--- src/rtl/pbh_pkg.sv ---
// Shared types, constants and the control store for the permutation byte hash.
// Used by the sequencer, the datapath and the top level; depends on nothing.
package pbh_pkg;

	// item actions
	localparam logic [1:0] ACT_INIT   = 2'd0;
	localparam logic [1:0] ACT_ABSORB = 2'd1;
	localparam logic [1:0] ACT_FINAL  = 2'd2;

	// k left by the init recurrence k = ((k + 1) * z) mod 256, z = 0..255
	function automatic logic [7:0] init_k();
		logic [7:0] k;
		k = 8'd0;
		for (int z = 0; z < 256; z++) begin
			k = 8'(((32'(k) + 32'd1) * 32'(z)) & 32'hFF);
		end
		return k;
	endfunction

	localparam logic [7:0] INIT_K = init_k();

	// permutation read address select
	typedef enum logic [2:0] {
		PRD_NONE,
		PRD_I_NEXT,
		PRD_J_NEXT,
		PRD_C,
		PRD_K
	} prd_sel_t;

	// permutation write select
	typedef enum logic [1:0] {
		PWR_NONE,
		PWR_I_SJ,
		PWR_J_SI
	} pwr_sel_t;

	// sequencer jump kinds
	typedef enum logic [2:0] {
		JMP_NEXT,
		JMP_DISPATCH,
		JMP_IDLE,
		JMP_ROUND_END,
		JMP_FOLD_END
	} jmp_t;

	typedef logic [3:0] upc_t;

	// one control word
	typedef struct packed {
		prd_sel_t prd;
		pwr_sel_t pwr;
		logic     take_item;
		logic     init;
		logic     load_c;
		logic     upd_j;
		logic     load_sj;
		logic     upd_k;
		logic     dig_rd;
		logic     fold;
		logic     wait_out;
		jmp_t     jmp;
	} uword_t;

	// sequencer to datapath
	typedef struct packed {
		uword_t uw;
		logic   exec;
		logic   take;
	} cmd_t;

	// datapath to sequencer
	typedef struct packed {
		logic fin;
		logic rnd_last;
		logic byte_last;
		logic out_free;
	} stat_t;

	// program addresses
	localparam upc_t UA_IDLE = 4'd0;
	localparam upc_t UA_INIT = 4'd1;
	localparam upc_t UA_FK   = 4'd2;
	localparam upc_t UA_R0   = 4'd3;
	localparam upc_t UA_R1   = 4'd4;
	localparam upc_t UA_R2   = 4'd5;
	localparam upc_t UA_R3   = 4'd6;
	localparam upc_t UA_D0   = 4'd7;
	localparam upc_t UA_D1   = 4'd8;

	localparam uword_t UW_NOP = '{
		prd: PRD_NONE, pwr: PWR_NONE, take_item: 1'b0, init: 1'b0, load_c: 1'b0,
		upd_j: 1'b0, load_sj: 1'b0, upd_k: 1'b0, dig_rd: 1'b0, fold: 1'b0,
		wait_out: 1'b0, jmp: JMP_IDLE
	};

	// control store
	function automatic uword_t ucode_rom(input upc_t a);
		uword_t uw;
		uw = UW_NOP;
		unique case (a)
			UA_IDLE: begin
				uw.take_item = 1'b1;
				uw.jmp       = JMP_DISPATCH;
			end
			UA_INIT: begin
				uw.init = 1'b1;
				uw.jmp  = JMP_IDLE;
			end
			// fetch perm[k] as the round byte
			UA_FK: begin
				uw.prd = PRD_K;
				uw.jmp = JMP_NEXT;
			end
			UA_R0: begin
				uw.prd    = PRD_I_NEXT;
				uw.load_c = 1'b1;
				uw.jmp    = JMP_NEXT;
			end
			UA_R1: begin
				uw.prd   = PRD_J_NEXT;
				uw.upd_j = 1'b1;
				uw.jmp   = JMP_NEXT;
			end
			UA_R2: begin
				uw.prd     = PRD_C;
				uw.pwr     = PWR_I_SJ;
				uw.load_sj = 1'b1;
				uw.jmp     = JMP_NEXT;
			end
			UA_R3: begin
				uw.pwr   = PWR_J_SI;
				uw.upd_k = 1'b1;
				uw.jmp   = JMP_ROUND_END;
			end
			UA_D0: begin
				uw.prd    = PRD_K;
				uw.dig_rd = 1'b1;
				uw.jmp    = JMP_NEXT;
			end
			UA_D1: begin
				uw.fold     = 1'b1;
				uw.wait_out = 1'b1;
				uw.jmp      = JMP_FOLD_END;
			end
			default: begin
				uw.jmp = JMP_IDLE;
			end
		endcase
		return uw;
	endfunction

endpackage

--- src/rtl/pbh_ram.sv ---
// Generic single-write, single-read RAM with registered read data.
// Read-before-write on a shared address; no dependencies.
module pbh_ram #(
	parameter int WIDTH = 8,
	parameter int DEPTH = 256
) (
	input  logic                                   clk,
	input  logic                                   we,
	input  logic [(DEPTH > 1 ? $clog2(DEPTH) : 1)-1:0] waddr,
	input  logic [WIDTH-1:0]                       wdata,
	input  logic                                   re,
	input  logic [(DEPTH > 1 ? $clog2(DEPTH) : 1)-1:0] raddr,
	output logic [WIDTH-1:0]                       rdata
);

	logic [WIDTH-1:0] mem [DEPTH];

	// write port and registered read port
	always_ff @(posedge clk) begin
		if (we) begin
			mem[waddr] <= wdata;
		end
		if (re) begin
			rdata <= mem[raddr];
		end
	end

endmodule

--- src/rtl/pbh_useq.sv ---
// Microcode sequencer: step counter, control store lookup and jump logic.
// Depends on pbh_pkg.
module pbh_useq (
	input  logic             clk,
	input  logic             arst_n,
	input  logic             item_valid,
	input  logic [1:0]       action,
	input  pbh_pkg::stat_t   stat,
	output logic             item_ready,
	output pbh_pkg::cmd_t    cmd
);

	import pbh_pkg::*;

	upc_t   upc_q;
	upc_t   upc_d;
	uword_t uw;

	// decode the current step
	always_comb begin
		uw         = ucode_rom(upc_q);
		cmd.uw     = uw;
		cmd.exec   = !(uw.wait_out && !stat.out_free);
		cmd.take   = uw.take_item && item_valid;
		item_ready = uw.take_item;
	end

	// select the next step; hold while stalled on the output slot
	always_comb begin
		upc_d = UA_IDLE;
		unique case (uw.jmp)
			JMP_NEXT: upc_d = upc_q + 4'd1;
			JMP_DISPATCH: begin
				if (item_valid) begin
					unique case (action)
						ACT_INIT:   upc_d = UA_INIT;
						ACT_ABSORB: upc_d = UA_R0;
						ACT_FINAL:  upc_d = UA_FK;
						default:    upc_d = UA_IDLE;
					endcase
				end
			end
			JMP_IDLE: upc_d = UA_IDLE;
			JMP_ROUND_END: begin
				if (!stat.fin) begin
					upc_d = UA_IDLE;
				end else if (stat.rnd_last) begin
					upc_d = UA_D0;
				end else begin
					upc_d = UA_FK;
				end
			end
			JMP_FOLD_END: upc_d = stat.byte_last ? UA_IDLE : UA_D0;
			default: upc_d = UA_IDLE;
		endcase
		if (!cmd.exec) begin
			upc_d = upc_q;
		end
	end

	always_ff @(posedge clk or negedge arst_n) begin
		if (!arst_n) begin
			upc_q <= UA_IDLE;
		end else begin
			upc_q <= upc_d;
		end
	end

	ap_final_entry: assert property (@(posedge clk) disable iff (!arst_n)
		cmd.take && action == ACT_FINAL |=> upc_q == UA_FK)
		else $error("finalize transaction did not start at the perm[k] fetch");

	ap_stall_only_fold: assert property (@(posedge clk) disable iff (!arst_n)
		!cmd.exec |-> upc_q == UA_D1)
		else $error("sequencer stalled outside the fold step");

	ap_absorb_return: assert property (@(posedge clk) disable iff (!arst_n)
		upc_q == UA_R3 && !stat.fin |=> upc_q == UA_IDLE)
		else $error("absorb round did not return to idle");

endmodule

--- src/rtl/pbh_dp.sv ---
// Datapath: permutation and digest RAMs with valid bits, i/j/k indices,
// round and byte counters, and the result register. Depends on pbh_pkg, pbh_ram.
module pbh_dp #(
	parameter int DIGEST_BYTES = 32,
	parameter int FINAL_ROUNDS = 4096
) (
	input  logic           clk,
	input  logic           arst_n,
	input  pbh_pkg::cmd_t  cmd,
	input  logic [1:0]     action,
	input  logic [7:0]     data_byte,
	input  logic           result_ready,
	output pbh_pkg::stat_t stat,
	output logic           result_valid,
	output logic [7:0]     digest_byte,
	output logic [4:0]     byte_index,
	output logic           last
);

	import pbh_pkg::*;

	localparam int DA_W = DIGEST_BYTES > 1 ? $clog2(DIGEST_BYTES) : 1;
	localparam int RC_W = FINAL_ROUNDS > 1 ? $clog2(FINAL_ROUNDS) : 1;

	logic                    go;
	logic [7:0]              i_q, j_q, k_q, c_q, si_q, sj_q;
	logic                    fin_q;
	logic [RC_W-1:0]         rcnt_q;
	logic [DA_W-1:0]         ncnt_q;
	logic [255:0]            pvld_q;
	logic [DIGEST_BYTES-1:0] dvld_q;
	logic                    pvld_rd_q, dvld_rd_q;
	logic [7:0]              praddr_q;
	logic [DA_W-1:0]         draddr_q;
	logic                    rv_q, last_q;
	logic [7:0]              dig_q;
	logic [4:0]              idx_q;

	logic       pre, pwe, dre, dwe;
	logic [7:0] praddr, pwaddr, pwdata, prdata, drdata;
	logic [7:0] peff, deff, jn, cval, fold_v;

	assign go = cmd.exec;

	// effective read data: an unwritten entry reads as its reset value
	assign peff   = pvld_rd_q ? prdata : praddr_q;
	assign deff   = dvld_rd_q ? drdata : 8'(draddr_q);
	assign jn     = {j_q[6:0], 1'b0} ^ (peff + c_q);
	assign fold_v = deff ^ peff;

	// perm[c] read during the swap: forward the swapped values
	always_comb begin
		priority if (c_q == j_q) begin
			cval = si_q;
		end else if (c_q == i_q) begin
			cval = sj_q;
		end else begin
			cval = peff;
		end
	end

	// permutation port control
	always_comb begin
		pre = go && (cmd.uw.prd != PRD_NONE);
		unique case (cmd.uw.prd)
			PRD_I_NEXT: praddr = i_q + 8'd1;
			PRD_J_NEXT: praddr = jn;
			PRD_C:      praddr = c_q;
			PRD_K:      praddr = k_q;
			default:    praddr = k_q;
		endcase
		pwe    = go && (cmd.uw.pwr != PWR_NONE);
		pwaddr = (cmd.uw.pwr == PWR_I_SJ) ? i_q : j_q;
		pwdata = (cmd.uw.pwr == PWR_I_SJ) ? peff : si_q;
		dre    = go && cmd.uw.dig_rd;
		dwe    = go && cmd.uw.fold;
	end

	pbh_ram #(.WIDTH(8), .DEPTH(256)) u_perm (
		.clk   (clk),
		.we    (pwe),
		.waddr (pwaddr),
		.wdata (pwdata),
		.re    (pre),
		.raddr (praddr),
		.rdata (prdata)
	);

	pbh_ram #(.WIDTH(8), .DEPTH(DIGEST_BYTES)) u_digest (
		.clk   (clk),
		.we    (dwe),
		.waddr (ncnt_q),
		.wdata (fold_v),
		.re    (dre),
		.raddr (ncnt_q),
		.rdata (drdata)
	);

	// capture read side info alongside the RAM read
	always_ff @(posedge clk) begin
		if (pre) begin
			pvld_rd_q <= pvld_q[praddr];
			praddr_q  <= praddr;
		end
		if (dre) begin
			dvld_rd_q <= dvld_q[ncnt_q];
			draddr_q  <= ncnt_q;
		end
		if (cmd.take) begin
			c_q <= data_byte;
		end else if (go && cmd.uw.load_c && fin_q) begin
			c_q <= peff;
		end
		if (go && cmd.uw.upd_j) begin
			si_q <= peff;
		end
		if (go && cmd.uw.load_sj) begin
			sj_q <= peff;
		end
		if (dwe) begin
			dig_q  <= fold_v;
			idx_q  <= 5'(ncnt_q);
			last_q <= stat.byte_last;
		end
	end

	// indices, counters and valid bits
	always_ff @(posedge clk or negedge arst_n) begin
		if (!arst_n) begin
			i_q    <= 8'd0;
			j_q    <= 8'd0;
			k_q    <= INIT_K;
			fin_q  <= 1'b0;
			rcnt_q <= '0;
			ncnt_q <= '0;
			pvld_q <= '0;
			dvld_q <= '0;
		end else begin
			if (cmd.take) begin
				fin_q  <= (action == ACT_FINAL);
				rcnt_q <= '0;
				ncnt_q <= '0;
			end
			if (go && cmd.uw.init) begin
				i_q    <= 8'd0;
				j_q    <= 8'd0;
				k_q    <= INIT_K;
				pvld_q <= '0;
				dvld_q <= '0;
			end
			if (go && cmd.uw.prd == PRD_I_NEXT) begin
				i_q <= i_q + 8'd1;
			end
			if (go && cmd.uw.upd_j) begin
				j_q <= jn;
			end
			if (pwe) begin
				pvld_q[pwaddr] <= 1'b1;
			end
			if (go && cmd.uw.upd_k) begin
				k_q    <= {k_q[6:0], 1'b0} ^ (j_q + cval);
				rcnt_q <= rcnt_q + 1'b1;
			end
			if (dwe) begin
				k_q            <= k_q + fold_v;
				ncnt_q         <= ncnt_q + 1'b1;
				dvld_q[ncnt_q] <= 1'b1;
			end
		end
	end

	// result register: load on fold, drop on transaction
	always_ff @(posedge clk or negedge arst_n) begin
		if (!arst_n) begin
			rv_q <= 1'b0;
		end else if (dwe) begin
			rv_q <= 1'b1;
		end else if (result_ready) begin
			rv_q <= 1'b0;
		end
	end

	always_comb begin
		stat.fin       = fin_q;
		stat.rnd_last  = (rcnt_q == RC_W'(FINAL_ROUNDS - 1));
		stat.byte_last = (ncnt_q == DA_W'(DIGEST_BYTES - 1));
		stat.out_free  = !rv_q || result_ready;
	end

	assign result_valid = rv_q;
	assign digest_byte  = dig_q;
	assign byte_index   = idx_q;
	assign last         = last_q;

	ap_fold_slot: assert property (@(posedge clk) disable iff (!arst_n)
		dwe |-> (!rv_q || result_ready))
		else $error("digest byte folded while the result register was occupied");

	ap_last_flag: assert property (@(posedge clk) disable iff (!arst_n)
		dwe && stat.byte_last |=> rv_q && last_q)
		else $error("final digest byte not flagged as last");

endmodule

--- src/rtl/permutation_byte_hash.sv ---
// Permutation byte hash, top level: microcode sequencer plus datapath.
// Depends on pbh_pkg, pbh_useq, pbh_dp (and pbh_ram through pbh_dp).
//
// Takes one item at a time (action, data_byte) and returns digest bytes in
// index order, last set on the final one. The block is driven by a small
// control store; every round makes four accesses to the 256-byte permutation
// RAM (read s[i], read s[j], write s[i] with read s[c], write s[j]), so that
// RAM sets the rate. An absorb item is accept plus four round steps, an init
// item accept plus an init step (the permutation and digest store are reset
// through per-entry valid bits, no clearing pass), and a finalize item accept
// plus FINAL_ROUNDS rounds and a read and a fold step per digest byte (a fold
// waits while the result register is full); a finalize round also fetches
// s[k]. The result register lets the next item be accepted while the last
// digest byte still waits to be taken. After reset the block is ready at once.
module permutation_byte_hash #(
	parameter int DIGEST_BYTES = 32,
	parameter int FINAL_ROUNDS = 4096
) (
	input  logic       clk,
	input  logic       arst_n,
	input  logic       item_valid,
	output logic       item_ready,
	input  logic [1:0] action,
	input  logic [7:0] data_byte,
	output logic       result_valid,
	input  logic       result_ready,
	output logic [7:0] digest_byte,
	output logic [4:0] byte_index,
	output logic       last
);

	import pbh_pkg::*;

	cmd_t  cmd;
	stat_t stat;

	// control sequencer
	pbh_useq u_useq (
		.clk        (clk),
		.arst_n     (arst_n),
		.item_valid (item_valid),
		.action     (action),
		.stat       (stat),
		.item_ready (item_ready),
		.cmd        (cmd)
	);

	// datapath and storage
	pbh_dp #(
		.DIGEST_BYTES (DIGEST_BYTES),
		.FINAL_ROUNDS (FINAL_ROUNDS)
	) u_dp (
		.clk          (clk),
		.arst_n       (arst_n),
		.cmd          (cmd),
		.action       (action),
		.data_byte    (data_byte),
		.result_ready (result_ready),
		.stat         (stat),
		.result_valid (result_valid),
		.digest_byte  (digest_byte),
		.byte_index   (byte_index),
		.last         (last)
	);

endmodule
--- config.mk ---
export PLATFORM = sky130hd
export DESIGN_NAME = permutation_byte_hash
export DESIGN_NICKNAME = d
export VERILOG_FILES = /design/src/rtl/pbh_pkg.sv /design/src/rtl/pbh_ram.sv /design/src/rtl/pbh_useq.sv /design/src/rtl/pbh_dp.sv /design/src/rtl/permutation_byte_hash.sv
export SDC_FILE = /design/constraint.sdc
export NUM_CORES = 2
export LEC_CHECK = 0
export BUFFER_PORTS_ARGS = -buffer_cell sky130_fd_sc_hd__buf_2
export CAP_MARGIN = 10
export CORE_ASPECT_RATIO = 1.5
export CORE_MARGIN = 2
export CORE_UTILIZATION = 63
export CTS_CLUSTER_DIAMETER = 100
export DETAILED_ROUTE_END_ITERATION = 16
export PLACE_DENSITY = 0.8
export SLEW_MARGIN = 20
export SYNTH_ARGS = -nofsm -noshare
export SYNTH_HDL_FRONTEND = slang
export SYNTH_SLANG_ARGS = --single-unit
export TNS_END_PERCENT = 50
--- constraint.sdc ---
create_clock -name clk -period 15.2 [get_ports clk]
set_input_delay 0.76 -clock clk [delete_from_list [all_inputs] [get_ports clk]]
set_output_delay 0.76 -clock clk [all_outputs]
set_load 0.005 [all_outputs]
## Word-level counts from Yosys, hierarchy flattened

Memory sizes are Yosys's and may differ from the RTL's. A register that Yosys moved wholly into a read port is not among the register bits.
Index checks and enable logic that the tools add are counted.

- Input port bits: 14
- Output and inout port bits: 16
- RAM bits: 2304
- Word-level logic and storage cells: 147
- Memories: 2
- Register bits after elaboration: 388

- $add $sub $neg: 7
- Multiplexer cells: 54
- Reductions and logical operators: 33
- Bitwise logic cells: 5
- Magnitude comparators: 5
- Eq/ne operators: 21

Memories:

| memory | words | bits a word | read ports | clocked after memory_dff | wr ports | RTL line | RTL |
|---|---|---|---|---|---|---|---|
| u_dp.u_perm.mem | 256 | 8 | 1 | 1 | 1 | pbh_ram.sv:16 | `logic [WIDTH-1:0] mem [DEPTH];` |
| u_dp.u_digest.mem | 32 | 8 | 1 | 1 | 1 | pbh_ram.sv:16 |  |

Operators by type and width:

| kind | count |
|---|---|
| 256-bit 2-to-1 mux | 2 |
| 256-bit OR | 1 |
| 8-bit 2-to-1 mux | 14 |
| 32-bit 2-to-1 mux | 2 |
| 32-bit OR | 1 |
| 8-bit adder | 3 |
| 12-bit 2-to-1 mux | 2 |
| 3-bit case mux with 4 select lines | 2 |
| 8-bit case mux with 3 select lines | 1 |
| 8-bit bitwise XOR | 3 |
| 8-bit by 9-bit less-than comparator with 1-bit output, second input constant | 2 |
| 1-bit 2-to-1 mux | 17 |
| 4-bit by 3-bit == test with 1-bit output, second input constant | 4 |
| 8-bit == test | 2 |
| 4-bit case mux with 4 select lines | 1 |
| 1-bit logical AND | 15 |
| 2-bit nonzero test | 7 |
| 12-bit by 1-bit adder with 12-bit output, second input constant | 1 |
| 12-bit == test, second input constant | 1 |
| 5-bit 2-to-1 mux | 2 |
| 3-bit by 2-bit == test with 1-bit output, second input constant | 3 |
| 8-bit by 1-bit adder with 8-bit output, second input constant | 1 |
| 1-bit binary-select mux with 8-bit select | 1 |
| 1-bit demux with 8-bit select | 1 |
| 28 further kinds | 36 |

## Longest topological paths before layout

- Depth in word-level cells: 10
- Gate-level depth with buffers: 21

## Cells and area by module

A second synthesis with hierarchy kept.

- Cell total of the unflattened synthesis: 6171
- Area, all modules: 109367.4 µm²

Modules (own cells, without submodules):

| module | instances | area an instance (µm²) | cells each |
|---|---|---|---|
| pbh_ram (u_dp.u_perm) | 1 | 79636.4 | 3733 |
| pbh_dp | 1 | 19010.7 | 1951 |
| pbh_ram (u_dp.u_digest) | 1 | 10133.5 | 417 |
| pbh_useq | 1 | 586.8 | 70 |

## Least setup slack after synthesis

OpenSTA, ideal clock, no wires.

- Path type: reg-to-reg
- From: reg u_useq.upc_q[1]
- To: mem u_dp.u_perm.mem[0][0] (data pin)
- Cell stages (with the launch flop): 10
- Slack: 1.317 ns
- Data arrival time: 11.694 ns
- Buffers on the path: 4
- Data required time: 13.012 ns
- Cells stage by stage: dfrtp_1 inv_1 ha_1 buf_2 and2_1 nand2b_1 clkbuf_1 buf_1 clkbuf_1 o21ai_0

- Word-level cells in the longest chain between the ends: 4

Ends and longest elaborated chain:

| element | RTL line | RTL |
|---|---|---|
| from (decl) | pbh_useq.sv:15 | `upc_t upc_q;` |
| from (signal assigned) | pbh_useq.sv:65 | `upc_q <= upc_d;` |
| 4-bit by 3-bit == test with 1-bit output | pbh_pkg.sv:101 | `unique case (a)` |
| 2-bit case mux with 2 select lines * | pbh_pkg.sv:101 |  |
| 2-bit by 1-bit == test with 1-bit output * | pbh_dp.sv:74 | `pwdata = (cmd.uw.pwr == PWR_I_SJ) ? peff : si_q;` |
| 8-bit 2-to-1 mux * | pbh_dp.sv:74 |  |
| named net u_dp.pwdata[0] | pbh_dp.sv:40 | `logic [7:0] praddr, pwaddr, pwdata, prdata, drdata;` |
| to (decl) | pbh_ram.sv:16 |  |

Mark *: on every way through the listed nets, which the timed path passes. The rest lies on a longest branch.

## Worst setup path after layout

- From: reg u_dp.pvld_rd_q
- To: reg u_dp.u_perm.rdata[4] (read register of u_dp.u_perm.mem) (data pin)

- Word-level cells in the longest chain between the ends: 4

Ends and longest elaborated chain:

| element | RTL line | RTL |
|---|---|---|
| from (decl) | pbh_dp.sv:32 | `logic pvld_rd_q, dvld_rd_q;` |
| from (signal assigned) | pbh_dp.sv:102 | `pvld_rd_q <= pvld_q[praddr];` |
| 8-bit 2-to-1 mux | pbh_dp.sv:46 | `assign peff = pvld_rd_q ? prdata : praddr_q;` |
| named net u_dp.peff[0] | pbh_dp.sv:41 | `logic [7:0] peff, deff, jn, cval, fold_v;` |
| 8-bit adder | pbh_dp.sv:48 | `assign jn = {j_q[6:0], 1'b0} ^ (peff + c_q);` |
| 8-bit bitwise XOR | pbh_dp.sv:48 |  |
| 8-bit case mux with 3 select lines | pbh_dp.sv:65 | `unique case (cmd.uw.prd)` |
| to (decl) | pbh_ram.sv:13 | `output logic [WIDTH-1:0] rdata` |

The timed path passes the listed nets, and every way through them passes these cells.
A chain may end at the register's enable or synchronous reset.

==> reports/metrics.cfg <==
[run_status]
run_status=completed

[sta]
period_share=0.516
finalCriticalPeriod_ps=7840
report.final.setup_viol=0
fmax_mhz=127
rsz0062_at_grt=no
finalSetupTns_ps=0
slew_headroom=0.115
skew_ps=38.3
tightest_slew_ps=1320
hold_violations=0
drv_slew=0

[synth]
synth_area_leaders=edfxtp_1 (66%), mux4_2 (11%), dfrtp_1 (7.6%), a21o_1 (2.1%), mux2i_1 (1.7%)
synth_top_family_by_area=multiplexers
synth_compound_area_frac=0.0559
synth.most_common_cell=edfxtp_1
synth_ff_type=edfxtp_1
muxShareOfSynthArea=0.132
syn_nets=5975
synth.top_cell.area_share=0.660
async_flop_share=0.124
yosysUniqueCellTypes=88
synth_simple_gate_area_share=0.0460
synth_seq_cells=2708
yosys.area.top_type=edfxtp_1
synth_cells=5922
ys_warn_count=0
ys_seq_area_frac=0.737
synth_top_cells_by_count=edfxtp_1 (2373), mux4_2 (545), nand2_1 (477), nor2_1 (371), dfrtp_1 (329)
synthAdderAreaFrac=0.00473
synth_xor_area_frac=0.00511
synth_edf_count=2373
synth_area_per_cell_um2=18.2
netlist_area_um2=108000

[grt]
grt_start_max_net_pins=257
antenna_found_initial=17
grt_pass1_wl_um=421000
grt_pass1_vias=60530
grt_usage=0.337
grt_overflow=0

[power_and_ir_drop]
powerDensity_nw_per_um2=134
vdd_drop_max_v=0.000190
p_leak_nw=41.9

[route]
wire_per_inst_um=34.8
drc_errors=0
vias_per_cell=7.21
vias=60696
drtIter0Drc=9544
drtPass1Iterations=8
postRouteAntennaNets=0
routed_wl_um=293000

[finish]
area_growth_pct=9.31
num-nets-final=6009
stdcell_count=8422
final_layout_size_suffix_gt1_frac=0.183

[floorplan]
ios=30
core_area_um2=171000
rows=186
fp.dieW_um=342
initial_core_util=0.632
die_h_um=511
die_area_um2=175000

[setup_path]
slowest_delay_ps=810
crit_fanout=144
crit_top_cell=a22oi_1
crit_buf_inv=4
cp.arrival_ps=8480
crit_slowest_cell=buf_4
critPathKind=flop to flop
cp.required_ps=15840
endpoint_kind=flop
cp_cell_sequence=mux2i_1 -> inv_1 -> ha_1 -> fa_1 -> xnor2_1 -> o21a_2 -> and2_4 -> inv_16 -> buf_12 -> buf_4 -> mux4_2 -> a22oi_1 -> a21oi_1 -> nor4_1 -> a22oi_1 -> o31a_1
cpLargestDelayFamily=buffers and inverters
cp-start-kind=flop

[clocking]
cts_max_level=4
cts-root-buf=clkbuf_16
cts_tree=done
post_cts_buffers=0
clk_latency_ps=890
cts.clk_slew.worst_paths_ps=70
cts_sinks=2708
clockBufferDepth=3
cts_buffers=219

[run]
cap_violations=0

[place]
gp_congestion=0.902
dp.cells=7987
dp_hpwl_um=170000
port_buffers=29

[hold_path]
hold_path_class=input port to flop

[state kept, by name, indices dropped and copies added (netlist names)]
| name | flops |
|---|---|
| u_dp.u_perm.mem | 2048 |
| u_dp.pvld_q | 256 |
| u_dp.u_digest.mem | 256 |
| u_dp.dvld_q | 32 |
| u_dp.rcnt_q | 12 |
| u_dp.c_q | 8 |
| u_dp.digest_byte | 8 |
| u_dp.i_q | 8 |
| u_dp.j_q | 8 |
| u_dp.k_q | 8 |
| u_dp.praddr_q | 8 |
| u_dp.si_q | 8 |
| u_dp.sj_q | 8 |
| u_dp.u_digest.rdata | 8 |
| u_dp.u_perm.rdata | 8 |
| u_dp.byte_index | 5 |
| u_dp.draddr_q | 5 |
| u_dp.ncnt_q | 5 |
| u_useq.upc_q | 4 |
| u_dp.dvld_rd_q | 1 |
| u_dp.fin_q | 1 |
| u_dp.last | 1 |
| u_dp.pvld_rd_q | 1 |
| u_dp.result_valid | 1 |
[worst paths after layout]
kind                                  startpoint              endpoint  slack (ps)  cells after the start
worst min register to register  u_dp.pvld_q[229]      u_dp.pvld_q[229]         470                      1
worst min-delay path                data_byte[1]           u_dp.c_q[1]         250                      3
worst max-delay path              u_dp.pvld_rd_q  u_dp.u_perm.rdata[4]        7360                     16
worst max register to register    u_dp.pvld_rd_q  u_dp.u_perm.rdata[4]        7360                     16
min in group asynchronous                 arst_n       u_dp.pvld_q[25]         460                      2
max in group asynchronous                 arst_n      u_dp.pvld_q[251]       12230                      4
[stage by stage]
step	util	power (W)	worst slack, ps	hold WS [ps]	area [um2]
2_1_floorplan	-	0.00938	1320	440	108000
3_3_place_gp	0.646	0.00994	7170	451	110000
3_5_place_dp	0.647	0.00997	7260	460	111000
4_1_cts	0.690	0.0157	7210	214	118000
5_1_grt	0.691	0.0161	7230	247	118000
6_report	0.691	0.0158	7360	247	118000
[power by group]
part / switching, W / total (W) / internal, W
Combinational: 0.00116 / 0.00173 / 0.000572
Sequential: 0.0000477 / 0.00815 / 0.00810
Clock: 0.00264 / 0.00589 / 0.00325
Total: 0.00385 / 0.0158 / 0.0119
[layer usage]
metal	global-route usage	vias up	routed length [um]
met5	0.00333	-	142
met4	0.239	12	24500
met3	0.0855	1140	34600
met2	0.523	4865	140000
met1	0.418	30972	93900
li1	-	23707	-
[logic make-up (layout without fill, tap and decap cells)]
group	count (synthesis)	in the layout
flops	2708	2708
simple gates	1151	1151
compound gates	842	842
mux	734	734
buf+inv	385	613
xor+xnor	63	63
fa+ha+maj	39	39
other cells	0	16
[cells in the final DEF, fill, tap and decap left out, types with 26 or more instances in the layout]
cell	Yosys	routed
a21o_1	298	298
a21oi_1	110	109
a22oi_1	127	127
a32oi_1	59	59
and3_1	41	41
buf_2	66	29
buf_4	54	115
bufinv_16	0	29
clkbuf_1	146	48
clkbuf_16	0	221
clkinv_1	1	35
clkinv_2	0	47
dfrtp_1	329	327
edfxtp_1	2373	2373
ha_1	36	36
inv_1	27	26
mux2i_1	181	181
mux4_2	545	545
nand2_1	477	476
nand3_1	132	132
nand4_1	30	30
nor2_1	371	354
o21ai_0	78	70
xnor2_1	35	27
xor2_1	28	28
[area by class of cell]
type                       count  area, um2
tap                         2256       2820
fill                       10017      52800
clock inverter               130       1460
timing repair buffer         165       1390
clock buffer                 285       5930
inverter                      33        148
sequential                  2708      79700
antenna                       16       40.0
multi-input combinational   2829      26600
[worst register-to-register path, cell delays in order (launching register included)]
cell and delay (ps):
edfxtp_1 720, mux2i_1 570, inv_1 270, ha_1 300, fa_1 460, xnor2_1 160
o21a_2 290, and2_4 390, inv_16 620, buf_12 630, buf_4 970, mux4_2 490
a22oi_1 320, a21oi_1 120, nor4_1 770, a22oi_1 310, o31a_1 200
[repair_timing]
| action | CTS | global route |
|---|---|---|
| hold buffers | 1 | 0 |
| setup endpoints to repair | 0 | 0 |
| endpoints found under the hold margin | 81 | 0 |
| gates resized for setup | 0 | 0 |
(Power assumes the default switching activity.)
